File: config.mk
export PLATFORM = sky130hd
export DESIGN_NAME = tag_delimited_frame_extractor_flat
export DESIGN_NICKNAME = d
export VERILOG_FILES = /design/src/rtl/tdfe_pkg.sv /design/src/rtl/tdfe_in_if.sv /design/src/rtl/tdfe_out_if.sv /design/src/rtl/tdfe_cfg_if.sv /design/src/rtl/tag_delimited_frame_extractor.sv /design/src/flat_wrapper.sv
export SDC_FILE = /design/constraint.sdc
export NUM_CORES = 1
export LEC_CHECK = 0
export BUFFER_PORTS_ARGS = -buffer_cell sky130_fd_sc_hd__buf_2
export CAP_MARGIN = 25
export CELL_PAD_IN_SITES_DETAIL_PLACEMENT = 1
export CELL_PAD_IN_SITES_GLOBAL_PLACEMENT = 1
export CORE_MARGIN = 5
export CORE_UTILIZATION = 45
export DETAILED_ROUTE_END_ITERATION = 16
export PLACE_DENSITY = 0.83
export SLEW_MARGIN = 15
export SYNTH_ARGS = -nofsm -noshare
export SYNTH_HDL_FRONTEND = slang
export SYNTH_SLANG_ARGS = --single-unit
File: constraint.sdc
create_clock -name clk -period 6.6 [get_ports clk]
set_input_delay 0.33 -clock clk [delete_from_list [all_inputs] [get_ports clk]]
set_output_delay 0.33 -clock clk [all_outputs]
set_load 0.01 [all_outputs]
File: src/rtl/tdfe_pkg.sv
// ----------------------------------------------------------------------------
// tdfe_pkg
// Types, codes and tag helpers shared by the delimited frame extractor.
// ----------------------------------------------------------------------------
package tdfe_pkg;

  localparam int MAX_TAG  = 16;
  localparam int TAG_IDX_W = $clog2(MAX_TAG);
  localparam int TAG_LEN_W = 5;
  localparam int CFG_IDX_W = 3;
  localparam int CFG_DATA_W = 64;

  // reset values of the tag registers ("<customcmd>" / "</customcmd>")
  localparam logic [63:0] START_LOW_RST  = 64'd7164505128160289596;
  localparam logic [63:0] START_HIGH_RST = 64'd4088941;
  localparam logic [TAG_LEN_W-1:0] START_LEN_RST = 5'd11;
  localparam logic [63:0] END_LOW_RST    = 64'd7885649511788523324;
  localparam logic [63:0] END_HIGH_RST   = 64'd1046768995;
  localparam logic [TAG_LEN_W-1:0] END_LEN_RST = 5'd12;

  // configuration register indexes
  localparam logic [CFG_IDX_W-1:0] CFG_START_LOW  = 3'd0;
  localparam logic [CFG_IDX_W-1:0] CFG_START_HIGH = 3'd1;
  localparam logic [CFG_IDX_W-1:0] CFG_START_LEN  = 3'd2;
  localparam logic [CFG_IDX_W-1:0] CFG_END_LOW    = 3'd3;
  localparam logic [CFG_IDX_W-1:0] CFG_END_HIGH   = 3'd4;
  localparam logic [CFG_IDX_W-1:0] CFG_END_LEN    = 3'd5;

  // request function codes
  localparam logic FUNC_BYTE  = 1'b0;
  localparam logic FUNC_RESET = 1'b1;

  // result status codes
  localparam logic [2:0] ST_NO_START  = 3'd0;
  localparam logic [2:0] ST_START     = 3'd1;
  localparam logic [2:0] ST_IN_BODY   = 3'd2;
  localparam logic [2:0] ST_END       = 3'd3;
  localparam logic [2:0] ST_HIST      = 3'd4;
  localparam logic [2:0] ST_COMPLETE  = 3'd5;
  localparam logic [2:0] ST_RESET     = 3'd6;

  // "<hist>" watcher
  localparam logic [2:0] HIST_LAST = 3'd5;

  typedef enum logic [1:0] {
    PH_HUNT,
    PH_BODY,
    PH_DONE
  } phase_t;

  typedef enum logic [1:0] {
    S_IDLE,
    S_EVAL,
    S_SCAN,
    S_EMIT
  } seq_t;

  function automatic logic [7:0] tag_byte(input logic [63:0] lo, input logic [63:0] hi,
                                          input logic [TAG_IDX_W-1:0] idx);
    logic [127:0] tag;
    tag = {hi, lo};
    return tag[8*idx +: 8];
  endfunction

  function automatic logic [TAG_LEN_W-1:0] eff_len(input logic [TAG_LEN_W-1:0] len);
    if (len == '0) begin
      return TAG_LEN_W'(1);
    end else if (len > TAG_LEN_W'(MAX_TAG)) begin
      return TAG_LEN_W'(MAX_TAG);
    end
    return len;
  endfunction

  function automatic logic [7:0] hist_char(input logic [2:0] p);
    logic [7:0] c;
    case (p)
      3'd0:    c = 8'h3C; // <
      3'd1:    c = 8'h68; // h
      3'd2:    c = 8'h69; // i
      3'd3:    c = 8'h73; // s
      3'd4:    c = 8'h74; // t
      default: c = 8'h3E; // >
    endcase
    return c;
  endfunction

endpackage

File: src/rtl/tdfe_in_if.sv
// ----------------------------------------------------------------------------
// tdfe_in_if
// Request channel: one received byte or a parser reset per request.
// ----------------------------------------------------------------------------
interface tdfe_in_if;
  logic       valid;
  logic       ready;
  logic       func;
  logic [7:0] data_byte;

  modport source (output valid, func, data_byte, input ready);
  modport sink   (input valid, func, data_byte, output ready);
endinterface

File: src/rtl/tdfe_out_if.sv
// ----------------------------------------------------------------------------
// tdfe_out_if
// Result channel: status and an optional payload byte per result.
// ----------------------------------------------------------------------------
interface tdfe_out_if;
  logic       valid;
  logic       ready;
  logic [2:0] status;
  logic [7:0] payload_byte;
  logic       payload_valid;
  logic       last;

  modport source (output valid, status, payload_byte, payload_valid, last, input ready);
  modport sink   (input valid, status, payload_byte, payload_valid, last, output ready);
endinterface

File: src/rtl/tdfe_cfg_if.sv
// ----------------------------------------------------------------------------
// tdfe_cfg_if
// Configuration write channel: register index and write data.
// ----------------------------------------------------------------------------
interface tdfe_cfg_if;
  logic                             valid;
  logic                             ready;
  logic [tdfe_pkg::CFG_IDX_W-1:0]   index;
  logic [tdfe_pkg::CFG_DATA_W-1:0]  data;

  modport source (output valid, index, data, input ready);
  modport sink   (input valid, index, data, output ready);
endinterface

File: src/rtl/tag_delimited_frame_extractor.sv
// ----------------------------------------------------------------------------
// tag_delimited_frame_extractor
// Hunts for a start tag, streams the frame body, stops at the end tag.
// ----------------------------------------------------------------------------
// Channels: in_ch takes one request (a byte, or a reset to hunt phase when
// func is 1); out_ch gives one or more results per request, the final one
// flagged by last; cfg writes the tag registers and is always ready. Write
// cfg only while no request is in flight.
// Sequence: a request is latched when accepted and evaluated in the next
// cycle, in S_EVAL; a single result is loaded into the output register at
// the end of S_EVAL once the output is free. A body mismatch after n matched
// end-tag bytes flushes n+1 payload bytes: the shared tag-byte mux first
// walks them through the "<hist>" watcher (S_SCAN), then replays them to the
// output (S_EMIT, which holds while the output is not free). in_ch.ready is
// high only when the sequencer is idle.
// A request is latched even while a result waits in the output register;
// while out_ch.ready is low the sequencer holds before loading the next one.
// Reset (rst, synchronous) returns tag registers to "<customcmd>" and
// "</customcmd>", the parser to hunt phase, and drops any pending result.
module tag_delimited_frame_extractor (
  input logic clk,
  input logic rst,
  tdfe_in_if.sink    in_ch,
  tdfe_out_if.source out_ch,
  tdfe_cfg_if.sink   cfg
);
  import tdfe_pkg::*;

  // configuration
  logic [63:0]          start_low, start_high, end_low, end_high;
  logic [TAG_LEN_W-1:0] start_len, end_len;

  // parser state
  seq_t                 state, state_next;
  phase_t               phase;
  logic [TAG_LEN_W-1:0] match_count;
  logic [2:0]           hist_prog;

  // latched request and flush control
  logic                 func_q;
  logic [7:0]           byte_q;
  logic [TAG_IDX_W-1:0] idx, cnt;
  logic                 hit;

  // output register
  logic       o_valid;
  logic [2:0] o_status;
  logic [7:0] o_byte;
  logic       o_pvalid;
  logic       o_last;

  // shared tag byte select and compare
  logic                 use_start;
  logic [TAG_LEN_W-1:0] len_sel;
  logic [TAG_IDX_W-1:0] mc_norm, tag_idx;
  logic [TAG_LEN_W-1:0] mc_inc;
  logic [7:0]           tag_ch, cur_char;
  logic                 cmp_hit, idx_end;

  // "<hist>" watcher
  logic [2:0] hp, hp_next;
  logic       hist_eq, hist_found;

  logic out_free, flush_start, load_single, load_emit;

  assign use_start = (phase == PH_HUNT);
  assign len_sel   = eff_len(use_start ? start_len : end_len);
  assign mc_norm   = (match_count >= len_sel) ? '0 : match_count[TAG_IDX_W-1:0];
  assign mc_inc    = {1'b0, mc_norm} + TAG_LEN_W'(1);
  assign tag_idx   = (state == S_EVAL) ? mc_norm : idx;
  assign tag_ch    = (state == S_EVAL && use_start) ? tag_byte(start_low, start_high, tag_idx)
                                                    : tag_byte(end_low, end_high, tag_idx);
  assign idx_end   = (idx == cnt);
  assign cur_char  = (state == S_EVAL || idx_end) ? byte_q : tag_ch;
  assign cmp_hit   = (byte_q == tag_ch);

  assign hp         = (hist_prog > HIST_LAST) ? 3'd0 : hist_prog;
  assign hist_eq    = (cur_char == hist_char(hp));
  assign hist_found = hist_eq && (hp == HIST_LAST);
  always_comb begin
    if (hist_eq) begin
      hp_next = hist_found ? 3'd0 : hp + 3'd1;
    end else begin
      hp_next = (cur_char == hist_char(3'd0)) ? 3'd1 : 3'd0;
    end
  end

  assign out_free    = !o_valid || out_ch.ready;
  assign flush_start = (func_q == FUNC_BYTE) && (phase == PH_BODY) && !cmp_hit;
  assign load_single = (state == S_EVAL) && !flush_start && out_free;
  assign load_emit   = (state == S_EMIT) && out_free;

  // sequencer next state
  always_comb begin
    state_next = state;
    unique case (state)
      S_IDLE: begin
        if (in_ch.valid) state_next = S_EVAL;
      end
      S_EVAL: begin
        if (flush_start) state_next = S_SCAN;
        else if (out_free) state_next = S_IDLE;
      end
      S_SCAN: begin
        if (idx_end) state_next = S_EMIT;
      end
      S_EMIT: begin
        if (out_free && idx_end) state_next = S_IDLE;
      end
      default: state_next = S_IDLE;
    endcase
  end

  // handshake and port outputs
  always_comb begin
    in_ch.ready          = (state == S_IDLE);
    cfg.ready            = 1'b1;
    out_ch.valid         = o_valid;
    out_ch.status        = o_status;
    out_ch.payload_byte  = o_byte;
    out_ch.payload_valid = o_pvalid;
    out_ch.last          = o_last;
  end

  always_ff @(posedge clk) begin
    if (rst) begin
      state <= S_IDLE;
    end else begin
      state <= state_next;
    end
  end

  // configuration registers
  always_ff @(posedge clk) begin
    if (rst) begin
      start_low  <= START_LOW_RST;
      start_high <= START_HIGH_RST;
      start_len  <= START_LEN_RST;
      end_low    <= END_LOW_RST;
      end_high   <= END_HIGH_RST;
      end_len    <= END_LEN_RST;
    end else if (cfg.valid) begin
      unique case (cfg.index)
        CFG_START_LOW:  start_low  <= cfg.data;
        CFG_START_HIGH: start_high <= cfg.data;
        CFG_START_LEN:  start_len  <= cfg.data[TAG_LEN_W-1:0];
        CFG_END_LOW:    end_low    <= cfg.data;
        CFG_END_HIGH:   end_high   <= cfg.data;
        CFG_END_LEN:    end_len    <= cfg.data[TAG_LEN_W-1:0];
        default: ;
      endcase
    end
  end

  // request latch
  always_ff @(posedge clk) begin
    if (in_ch.valid && in_ch.ready) begin
      func_q <= in_ch.func;
      byte_q <= in_ch.data_byte;
    end
  end

  // parser state and flush walk
  always_ff @(posedge clk) begin
    if (rst) begin
      phase       <= PH_HUNT;
      match_count <= '0;
      hist_prog   <= '0;
      idx         <= '0;
      cnt         <= '0;
      hit         <= 1'b0;
    end else begin
      unique case (state)
        S_EVAL: begin
          if (func_q == FUNC_RESET) begin
            if (out_free) begin
              phase       <= PH_HUNT;
              match_count <= '0;
              hist_prog   <= '0;
            end
          end else if (phase == PH_HUNT || (phase == PH_BODY && cmp_hit)) begin
            if (out_free) begin
              if (!cmp_hit) begin
                match_count <= '0;
              end else if (mc_inc == len_sel) begin
                match_count <= '0;
                phase       <= use_start ? PH_BODY : PH_DONE;
              end else begin
                match_count <= mc_inc;
              end
            end
          end else if (flush_start) begin
            cnt         <= mc_norm;
            idx         <= '0;
            hit         <= 1'b0;
            match_count <= '0;
          end
        end
        S_SCAN: begin
          // feed the watcher until the first hit, then freeze it at zero
          if (!hit) begin
            hist_prog <= hp_next;
            if (hist_found) hit <= 1'b1;
          end
          idx <= idx_end ? '0 : idx + TAG_IDX_W'(1);
        end
        S_EMIT: begin
          if (out_free) begin
            idx <= idx + TAG_IDX_W'(1);
            if (idx_end && hit) phase <= PH_HUNT;
          end
        end
        default: ;
      endcase
    end
  end

  // output register
  always_ff @(posedge clk) begin
    if (rst) begin
      o_valid <= 1'b0;
    end else if (load_single || load_emit) begin
      o_valid <= 1'b1;
    end else if (out_ch.ready) begin
      o_valid <= 1'b0;
    end
  end

  always_ff @(posedge clk) begin
    if (load_single) begin
      o_byte   <= '0;
      o_pvalid <= 1'b0;
      o_last   <= 1'b1;
      if (func_q == FUNC_RESET) begin
        o_status <= ST_RESET;
      end else if (phase == PH_HUNT) begin
        o_status <= (cmp_hit && mc_inc == len_sel) ? ST_START : ST_NO_START;
      end else if (phase == PH_BODY) begin
        o_status <= (mc_inc == len_sel) ? ST_END : ST_IN_BODY;
      end else begin
        o_status <= ST_COMPLETE;
      end
    end else if (load_emit) begin
      o_status <= hit ? ST_HIST : ST_IN_BODY;
      o_byte   <= cur_char;
      o_pvalid <= 1'b1;
      o_last   <= idx_end;
    end
  end

  // checks
  a_payload_status: assert property (@(posedge clk) disable iff (rst)
    out_ch.valid && out_ch.payload_valid |->
      out_ch.status == ST_IN_BODY || out_ch.status == ST_HIST)
    else $error("payload carried with a non-body status");

  a_accept_eval: assert property (@(posedge clk) disable iff (rst)
    in_ch.valid && in_ch.ready |=> state == S_EVAL)
    else $error("accepted request not evaluated");

  a_walk_bound: assert property (@(posedge clk) disable iff (rst)
    state == S_SCAN || state == S_EMIT |-> idx <= cnt)
    else $error("flush index past flush length");

  a_last_idle: assert property (@(posedge clk) disable iff (rst)
    load_emit && idx_end |=> state == S_IDLE && out_ch.valid && out_ch.last)
    else $error("flush end did not return to idle");

endmodule
File: src/flat_wrapper.sv
// flat-port wrapper written by rule: the top's interface ports become plain ports
module tag_delimited_frame_extractor_flat import tdfe_pkg::*;
  (clk, rst, in_ch_valid, in_ch_func, in_ch_data_byte, in_ch_ready, out_ch_valid, out_ch_status, out_ch_payload_byte, out_ch_payload_valid, out_ch_last, out_ch_ready, cfg_valid, cfg_index, cfg_data, cfg_ready);
  tdfe_in_if in_ch_i ();
  tdfe_out_if out_ch_i ();
  tdfe_cfg_if cfg_i ();
  input logic clk;
  input logic rst;
  input wire logic [$bits(in_ch_i.valid)-1:0] in_ch_valid;
  input wire logic [$bits(in_ch_i.func)-1:0] in_ch_func;
  input wire logic [$bits(in_ch_i.data_byte)-1:0] in_ch_data_byte;
  output wire logic [$bits(in_ch_i.ready)-1:0] in_ch_ready;
  output wire logic [$bits(out_ch_i.valid)-1:0] out_ch_valid;
  output wire logic [$bits(out_ch_i.status)-1:0] out_ch_status;
  output wire logic [$bits(out_ch_i.payload_byte)-1:0] out_ch_payload_byte;
  output wire logic [$bits(out_ch_i.payload_valid)-1:0] out_ch_payload_valid;
  output wire logic [$bits(out_ch_i.last)-1:0] out_ch_last;
  input wire logic [$bits(out_ch_i.ready)-1:0] out_ch_ready;
  input wire logic [$bits(cfg_i.valid)-1:0] cfg_valid;
  input wire logic [$bits(cfg_i.index)-1:0] cfg_index;
  input wire logic [$bits(cfg_i.data)-1:0] cfg_data;
  output wire logic [$bits(cfg_i.ready)-1:0] cfg_ready;
  assign in_ch_i.valid = in_ch_valid;
  assign in_ch_i.func = in_ch_func;
  assign in_ch_i.data_byte = in_ch_data_byte;
  assign in_ch_ready = in_ch_i.ready;
  assign out_ch_valid = out_ch_i.valid;
  assign out_ch_status = out_ch_i.status;
  assign out_ch_payload_byte = out_ch_i.payload_byte;
  assign out_ch_payload_valid = out_ch_i.payload_valid;
  assign out_ch_last = out_ch_i.last;
  assign out_ch_i.ready = out_ch_ready;
  assign cfg_i.valid = cfg_valid;
  assign cfg_i.index = cfg_index;
  assign cfg_i.data = cfg_data;
  assign cfg_ready = cfg_i.ready;
  tag_delimited_frame_extractor u_core (.clk(clk), .rst(rst), .in_ch(in_ch_i), .out_ch(out_ch_i), .cfg(cfg_i));
endmodule
### Yosys cells after proc, flatten, opt, wreduce, memory -nomap -nowiden

Cells that the tools add are included.

| cells by class | value |
|---|---|
| $lt $le $gt $ge | 3 |
| equal/unequal tests | 36 |
| bitwise gates (word level) | 2 |
| add/sub/neg operators | 3 |
| shift operators | 2 |
| muxes and demuxes | 63 |
| reduce and logical (&&, ||, !) cells | 43 |

Operators with widths:

| kind | number |
|---|---|
| indexed part select 128 x 8 -> 8 bit | 2 |
| two-way mux 5 bit | 11 |
| two-way mux 3 bit | 12 |
| one-hot mux 7 bit (5 select lines) | 1 |
| two-way mux 4 bit | 7 |
| two-way mux 2 bit | 13 |
| AND reduction 4 bit | 5 |
| two-way mux 8 bit | 2 |
| != test 2 bit, second input constant | 7 |
| equality test 3 x 2 -> 1 bit, second input constant | 4 |
| equality test 3 bit, second input constant | 4 |
| logical AND 1 bit | 12 |
| two-way mux 1 bit | 12 |
| != test 2 x 1 -> 1 bit, second input constant | 6 |
| one-hot mux 4 bit (3 select lines) | 1 |
| AND reduction 2 bit | 6 |
| equality test 8 x 6 -> 1 bit, second input constant | 1 |
| equality test 8 x 7 -> 1 bit | 1 |
| equality test 8 bit | 1 |
| one-hot mux 2 bit (4 select lines) | 1 |
| nonzero test 2 bit | 4 |
| AND reduction 7 bit | 1 |
| equality test 3 x 1 -> 1 bit, second input constant | 2 |
| logical NOT 3 bit | 2 |
| other kinds (22) | 34 |

| storage, ports and cells | value |
|---|---|
| output and inout bits | 16 |
| register bits | 310 |
| logic and storage cells | 172 |
| bits of input ports | 81 |

### Logic depth before layout (Yosys ltp)

| logic depth | value |
|---|---|
| word-level depth | 19 |
| depth in mapped cells | 24 |
| depth with buffers taken out | 21 |

### Worst setup path after synthesis

OpenSTA, ideal clock, no wires.

| timing path | value |
|---|---|
| path type | register to register |
| from | register u_core.phase[0] |
| to | register u_core.o_status[2], in the netlist u_core.out_ch.status[2], data pin |
| data required time | 6.338 ns |
| setup slack | 1.362 ns |
| setup time | 0.262 ns |
| arrival | 4.976 ns |
| clock period less this slack | 5.238 ns |
| cell stages (with the launch flop) | 24 |
| buffers on the path | 5 |
| cell sequence | dfxtp_1 buf_6 nor2_1 mux2i_1 ha_1 nor2_1 a21oi_1 ha_1 nor2b_1 o21ai_2 a21o_1 buf_2 buf_2 nand2_1 a311oi_1 a32oi_1 a32oi_1 xnor2_1 o2111ai_1 nor4b_2 buf_4 o311a_1 buf_2 mux2_1 |

| between the ends | value |
|---|---|
| cells in the longest elaborated chain, start to end | 18 |
| elaborated cells on any way between the ends | 27 |
| classes of those cells | 2 x order compare; 2 x eq/ne; 2 x shift; 12 x mux; 9 x reduce/logical |

Ends and longest elaborated chain:

| element | RTL line | source |
|---|---|---|
| from (decl) | tag_delimited_frame_extractor.sv:35 | `phase_t phase;` |
| from (signal assigned) | tag_delimited_frame_extractor.sv:187 | `phase <= use_start ? PH_BODY : PH_DONE;` |
| logical NOT 2 bit | tag_delimited_frame_extractor.sv:66, tag_delimited_frame_extractor.sv:236 |  |
| two-way mux 5 bit | tag_delimited_frame_extractor.sv:67 | `assign len_sel = eff_len(use_start ? start_len : end_len);` |
| greater-than comparator 5 bit | tdfe_pkg.sv:68 | `end else if (len > TAG_LEN_W'(MAX_TAG)) begin` |
| two-way mux 1 bit | tdfe_pkg.sv:68 |  |
| two-way mux 1 bit | tdfe_pkg.sv:66 | `if (len == '0) begin` |
| two-way mux 5 bit | tdfe_pkg.sv:71 | `return len;` |
| >= comparator 5 bit | tag_delimited_frame_extractor.sv:68 | `assign mc_norm = (match_count >= len_sel) ? '0 : match_count[TAG_IDX_W-1:0];` |
| two-way mux 4 bit | tag_delimited_frame_extractor.sv:68 |  |
| two-way mux 4 bit | tag_delimited_frame_extractor.sv:70 | `assign tag_idx = (state == S_EVAL) ? mc_norm : idx;` |
| indexed part select 128 x 8 -> 8 bit | tdfe_pkg.sv:62 | `return tag[8*idx +: 8];` |
| two-way mux 8 bit | tag_delimited_frame_extractor.sv:71 | `assign tag_ch = (state == S_EVAL && use_start) ? tag_byte(start_low, start_high, tag_idx)` |
| equality test 8 bit | tag_delimited_frame_extractor.sv:75 | `assign cmp_hit = (byte_q == tag_ch);` |
| logical NOT 1 bit | tag_delimited_frame_extractor.sv:89 | `assign flush_start = (func_q == FUNC_BYTE) && (phase == PH_BODY) && !cmp_hit;` |
| logical AND 1 bit | tag_delimited_frame_extractor.sv:89 |  |
| logical NOT 1 bit | tag_delimited_frame_extractor.sv:90 | `assign load_single = (state == S_EVAL) && !flush_start && out_free;` |
| logical AND 1 bit (2 in a row) | tag_delimited_frame_extractor.sv:90 |  |
| two-way mux 3 bit * | tag_delimited_frame_extractor.sv:230 | `if (load_single) begin` |
| to (signal assigned) | tag_delimited_frame_extractor.sv:237 | `o_status <= (cmp_hit && mc_inc == len_sel) ? ST_START : ST_NO_START;` |
| to (signal assigned) | tag_delimited_frame_extractor.sv:239 | `o_status <= (mc_inc == len_sel) ? ST_END : ST_IN_BODY;` |
| to (signal assigned) | tag_delimited_frame_extractor.sv:244 | `o_status <= hit ? ST_HIST : ST_IN_BODY;` |
| to (decl) | tag_delimited_frame_extractor.sv:47 | `logic [2:0] o_status;` |

Every way passes the cells marked *; elsewhere a longest branch is shown, timed or not.
A chain may end at the register's enable or synchronous reset.

### Final worst setup path

| timing path | value |
|---|---|
| from | register u_core.phase[0] |
| to | register u_core.cnt[3] |

| between the ends | value |
|---|---|
| cells in the longest elaborated chain, start to end | 16 |
| elaborated cells on any way between the ends | 24 |
| classes of those cells | 2 x order compare; 2 x eq/ne; 2 x shift; 8 x mux; 1 x bitwise; 9 x reduce/logical |

Ends and longest elaborated chain:

| element | RTL line | source |
|---|---|---|
| logical NOT 2 bit | tag_delimited_frame_extractor.sv:66, tag_delimited_frame_extractor.sv:181 |  |
| two-way mux 5 bit | tag_delimited_frame_extractor.sv:67 |  |
| greater-than comparator 5 bit | tdfe_pkg.sv:68 |  |
| two-way mux 1 bit | tdfe_pkg.sv:68 |  |
| two-way mux 1 bit | tdfe_pkg.sv:66 |  |
| two-way mux 5 bit | tdfe_pkg.sv:71 |  |
| >= comparator 5 bit | tag_delimited_frame_extractor.sv:68 |  |
| two-way mux 4 bit | tag_delimited_frame_extractor.sv:68 |  |
| two-way mux 4 bit | tag_delimited_frame_extractor.sv:70 |  |
| indexed part select 128 x 8 -> 8 bit | tdfe_pkg.sv:62 |  |
| two-way mux 8 bit | tag_delimited_frame_extractor.sv:71 |  |
| equality test 8 bit | tag_delimited_frame_extractor.sv:75 |  |
| logical AND 1 bit | tag_delimited_frame_extractor.sv:181 | `end else if (phase == PH_HUNT \|\| (phase == PH_BODY && cmp_hit)) begin` |
| logical OR 1 bit | tag_delimited_frame_extractor.sv:181 |  |
| NOT 1 bit (no source line) | -- |  |
| AND reduction 4 bit (no source line) | -- |  |
| to (signal assigned) | tag_delimited_frame_extractor.sv:193 | `cnt <= mc_norm;` |
| to (decl) | tag_delimited_frame_extractor.sv:42 | `logic [TAG_IDX_W-1:0] idx, cnt;` |

Several ways; a longest one is shown, not always the timed one.

==> impl_results.md <==
- Status: complete, no violations
- Yosys warns: 0
- Fill cells: 4010
- R2r setup slk: 0.37 ns
- Vias in the first global route: 15180
- Synth-to-Final Area Change: 13.45%
- Count of final setup violators: 0
- Critical Path RT: 7.06 ns
- Synth cell types: 83
- # nets final: 2029
- Fin area: 16570 um2
- Max-cap viol count: 0
- Worst Setup Slack, final: 0.3736 ns
- Core area: 32290 um2
- DRT iter0 DRCs: 982
- Vias/cell: 6.035
- IO Pins: 97
- CTS tree: done
- Syn Area/Cell: 7.641 um2
- Top FF cell, synth: dfxtp_1
- CP top delay family: simple AND/OR/NAND/NOR gates
- Synth top area cells: dfxtp_1 41%, nand2_1 16%, a21oi_1 6.6%
- Initial DRT Pass Iterations: 5
- Hpwl dp: 35120 um
- Crit path cell chain: nor2_1, buf_4, mux2i_1, ha_1, nand2_1, ha_1, a21oi_1, o21ai_2, a21o_1, nand2_4, nand3_1, a41o_1, or4_1, and3_1, o21ai_1, nor4b_2, buf_4, or4_1, or2_0, a21oi_1
- Total track usage: 30.13%
- Kind of critical path: reg -> reg
- Area post-placement: 15320 um2
- Chip width: 190.1 um
- Slew HR: 35.56%
- RSZ-0062 raised after global routing: false
- Synth Instances: 1911
- Number of buffers and inverters on the critical path: 2
- Clock slew at reported path FFs: 0.06 ns
- Diode count: 0
- Worst setup EP type: flop
- Clock skew: 0.02634 ns
- Nature of the critical path startpoint: flop
- Antenna Nets Post-Route: 0
- Maximum clock rate: 0.1606 GHz
- Post-Place Worst Slack: 0.3968 ns
- Crit path time final: 6.226 ns
- Clk buf depth: 3
- Global route overflow: 0
- Worst hold path type: in -> reg
- Worst IR Drop VDD: 0.1688 mV
- Crit path DAT: 6.68 ns
- Layout Cells excl Fill: 2405
- PortBufs: 95
- Clk sinks: 310
- CP max stage cell: or4_1
- Synth Register Bits: 310
- Placed Instances: 2334
- Routability cong.: 0.9201
- Std-Cell Rows: 66
- Pin count of the biggest net entering global routing: 81
- Largest area contributor in the netlist: dfxtp_1
- CTS root buf: clkbuf_16
- Pins Over Slew Limit: 0
- Clock buffer count from CTS: 36
- Vias: 14510
- Post-synth EDFFs: 12
- Die height: 190.1 um
- Global-route wire length before repair: 87310 um
- Initial core utilization: 45.23%
- Synth top area share: 40.85%
- Static Leak: 0.006501 uW
- Most common cell in the netlist: nand2_1
- Initial antenna violation count: 0
- H-tree levels: 2
- Share of layout cells above drive strength 1: 11.11%
- Max stage delay on crit path: 0.71 ns
- Sequential fraction of the synthesis area: 43.32%
- Drc violations: 0
- Worst-Margin Slew: 0.9666 ns
- Crit share post-route: 94.34%
- Worst Path Max Fanout: 45
- Cell Area, Synth: 14600 um2
- Die Footprint: 36150 um2
- Post-synth ARST share: 0%
- Post-synth top cells: 627 x nand2_1, 298 x dfxtp_1, 194 x a21oi_1
- Cell Pwr Density: 263.4 nW/um2
- Clk_lat worst skew: 0.55 ns
- Drt wl/cell: 22.98 um
- Synth Net Count: 2001
- Total negative slack: 0 ns
- Final hold vios: 0
- Total routed wirelength: 55260 um
final timing paths:
kind | start | end | cells past startpoint
setup / recovery | u_core.phase[0] | u_core.cnt[3] | 20
hold / removal | cfg_data[46] | u_core.end_low[46] | 3
setup reg to reg | u_core.phase[0] | u_core.cnt[3] | 20
hold reg to reg | u_core.end_low[47] | u_core.end_low[47] | 2
layout make-up:
cell class | count | area, um2 | share of cell area (%)
repair buffers | 136 | 824.5 | 4.977
clock buffers | 51 | 1027 | 6.200
multi-input cells | 1438 | 7652 | 46.19
well taps | 442 | 553.0 | 3.338
clock inverters | 11 | 118.9 | 0.7175
flip-flops and latches | 310 | 6326 | 38.18
inverters | 17 | 65.06 | 0.3927
routing by layer:
metal	GRT usage, %	vias to the layer above	routed length (um)
met2	52.06	460	26750
met1	37.91	7276	23060
li1	-	6641	-
met4	11.93	0	2291
met3	4.550	136	3162
met5	0	-	0
through the flow:
| stage | total power [uW] | hold slack (ns) | utilization, % |
|---|---|---|---|
| 2_1_floorplan | 2260 | 0.4289 | - |
| 3_3_place_gp | 2413 | 0.4376 | 47.45 |
| 3_5_place_dp | 2426 | 0.4434 | 47.45 |
| 4_1_cts | 4377 | 0.03475 | 51.28 |
| 5_1_grt | 4503 | 0.05949 | 51.31 |
| 6_report | 4364 | 0.04740 | 51.31 |
kinds of logic (layout without fill, tap and decap cells):
kind of cell	after synthesis	after routing	share of synthesized area, %
other	1	1	0.02568
AND/OR/NAND/NOR	944	944	27.68
flip-flops	310	310	43.32
multiplexers	68	68	4.935
XOR/XNOR	22	22	1.319
AO/OA/AOI/OAI	394	394	17.28
buffers and inverters	163	215	4.661
adder cells (fa/ha/maj)	9	9	0.7712
power by group:
| part | total, uW | internal (uW) | leakage, uW | switching (uW) |
|---|---|---|---|---|
| clock | 1970 | 1130 | 0.000564 | 832 |
| sequential | 1970 | 1940 | 0.00253 | 36.6 |
| combinational | 425 | 138 | 0.00340 | 287 |
| total | 4360 | 3210 | 0.00650 | 1160 |
placed cells by master (no fill, tap or decap), drive strengths merged, types with 5 or more instances in the layout:
master,n
nand2,629
dfxtp,298
a21oi,196
nand3,151
buf,127
nor2,59
mux2i,54
clkbuf,51
a211oi,31
o21ai,30
a221oi,28
and2,24
a31oi,20
inv,19
xnor2,18
and3,12
edfxtp,12
mux2,12
nor2b,10
a211o,9
o211ai,9
nand4,9
ha,9
dlygate4sd3,9
nor3,9
nand2b,8
a311oi,8
or4,8
a22oi,7
clkinv,7
o22ai,6
nor4,6
o31ai,5
registers in the layout, summed over array words and instances, names as in the netlist, named ones only:
name,cells
u_core.byte_q,8
u_core.cnt,4
u_core.end_high,64
u_core.end_len,5
u_core.end_low,64
u_core.func_q,1
u_core.hist_prog,3
u_core.hit,1
u_core.idx,4
u_core.match_count,5
u_core.out_ch.last,1
u_core.out_ch.payload_byte,8
u_core.out_ch.payload_valid,1
u_core.out_ch.status,3
u_core.out_ch.valid,1
u_core.phase,2
u_core.start_high,64
u_core.start_len,5
u_core.start_low,64
u_core.state,1
tightest hold or removal path: stages:
cell and delay, ns:
buf_2 0.11, nand2_1 0.05, nand3_1 0.07
timing repair:
item	in CTS	in global routing
buffers inserted	0	0
resized for setup	0	2
hold buffers	9	0
setup endpoints to repair	0	10
hold endpoints to repair	9	0
Power figures use the tool's default switching activity.
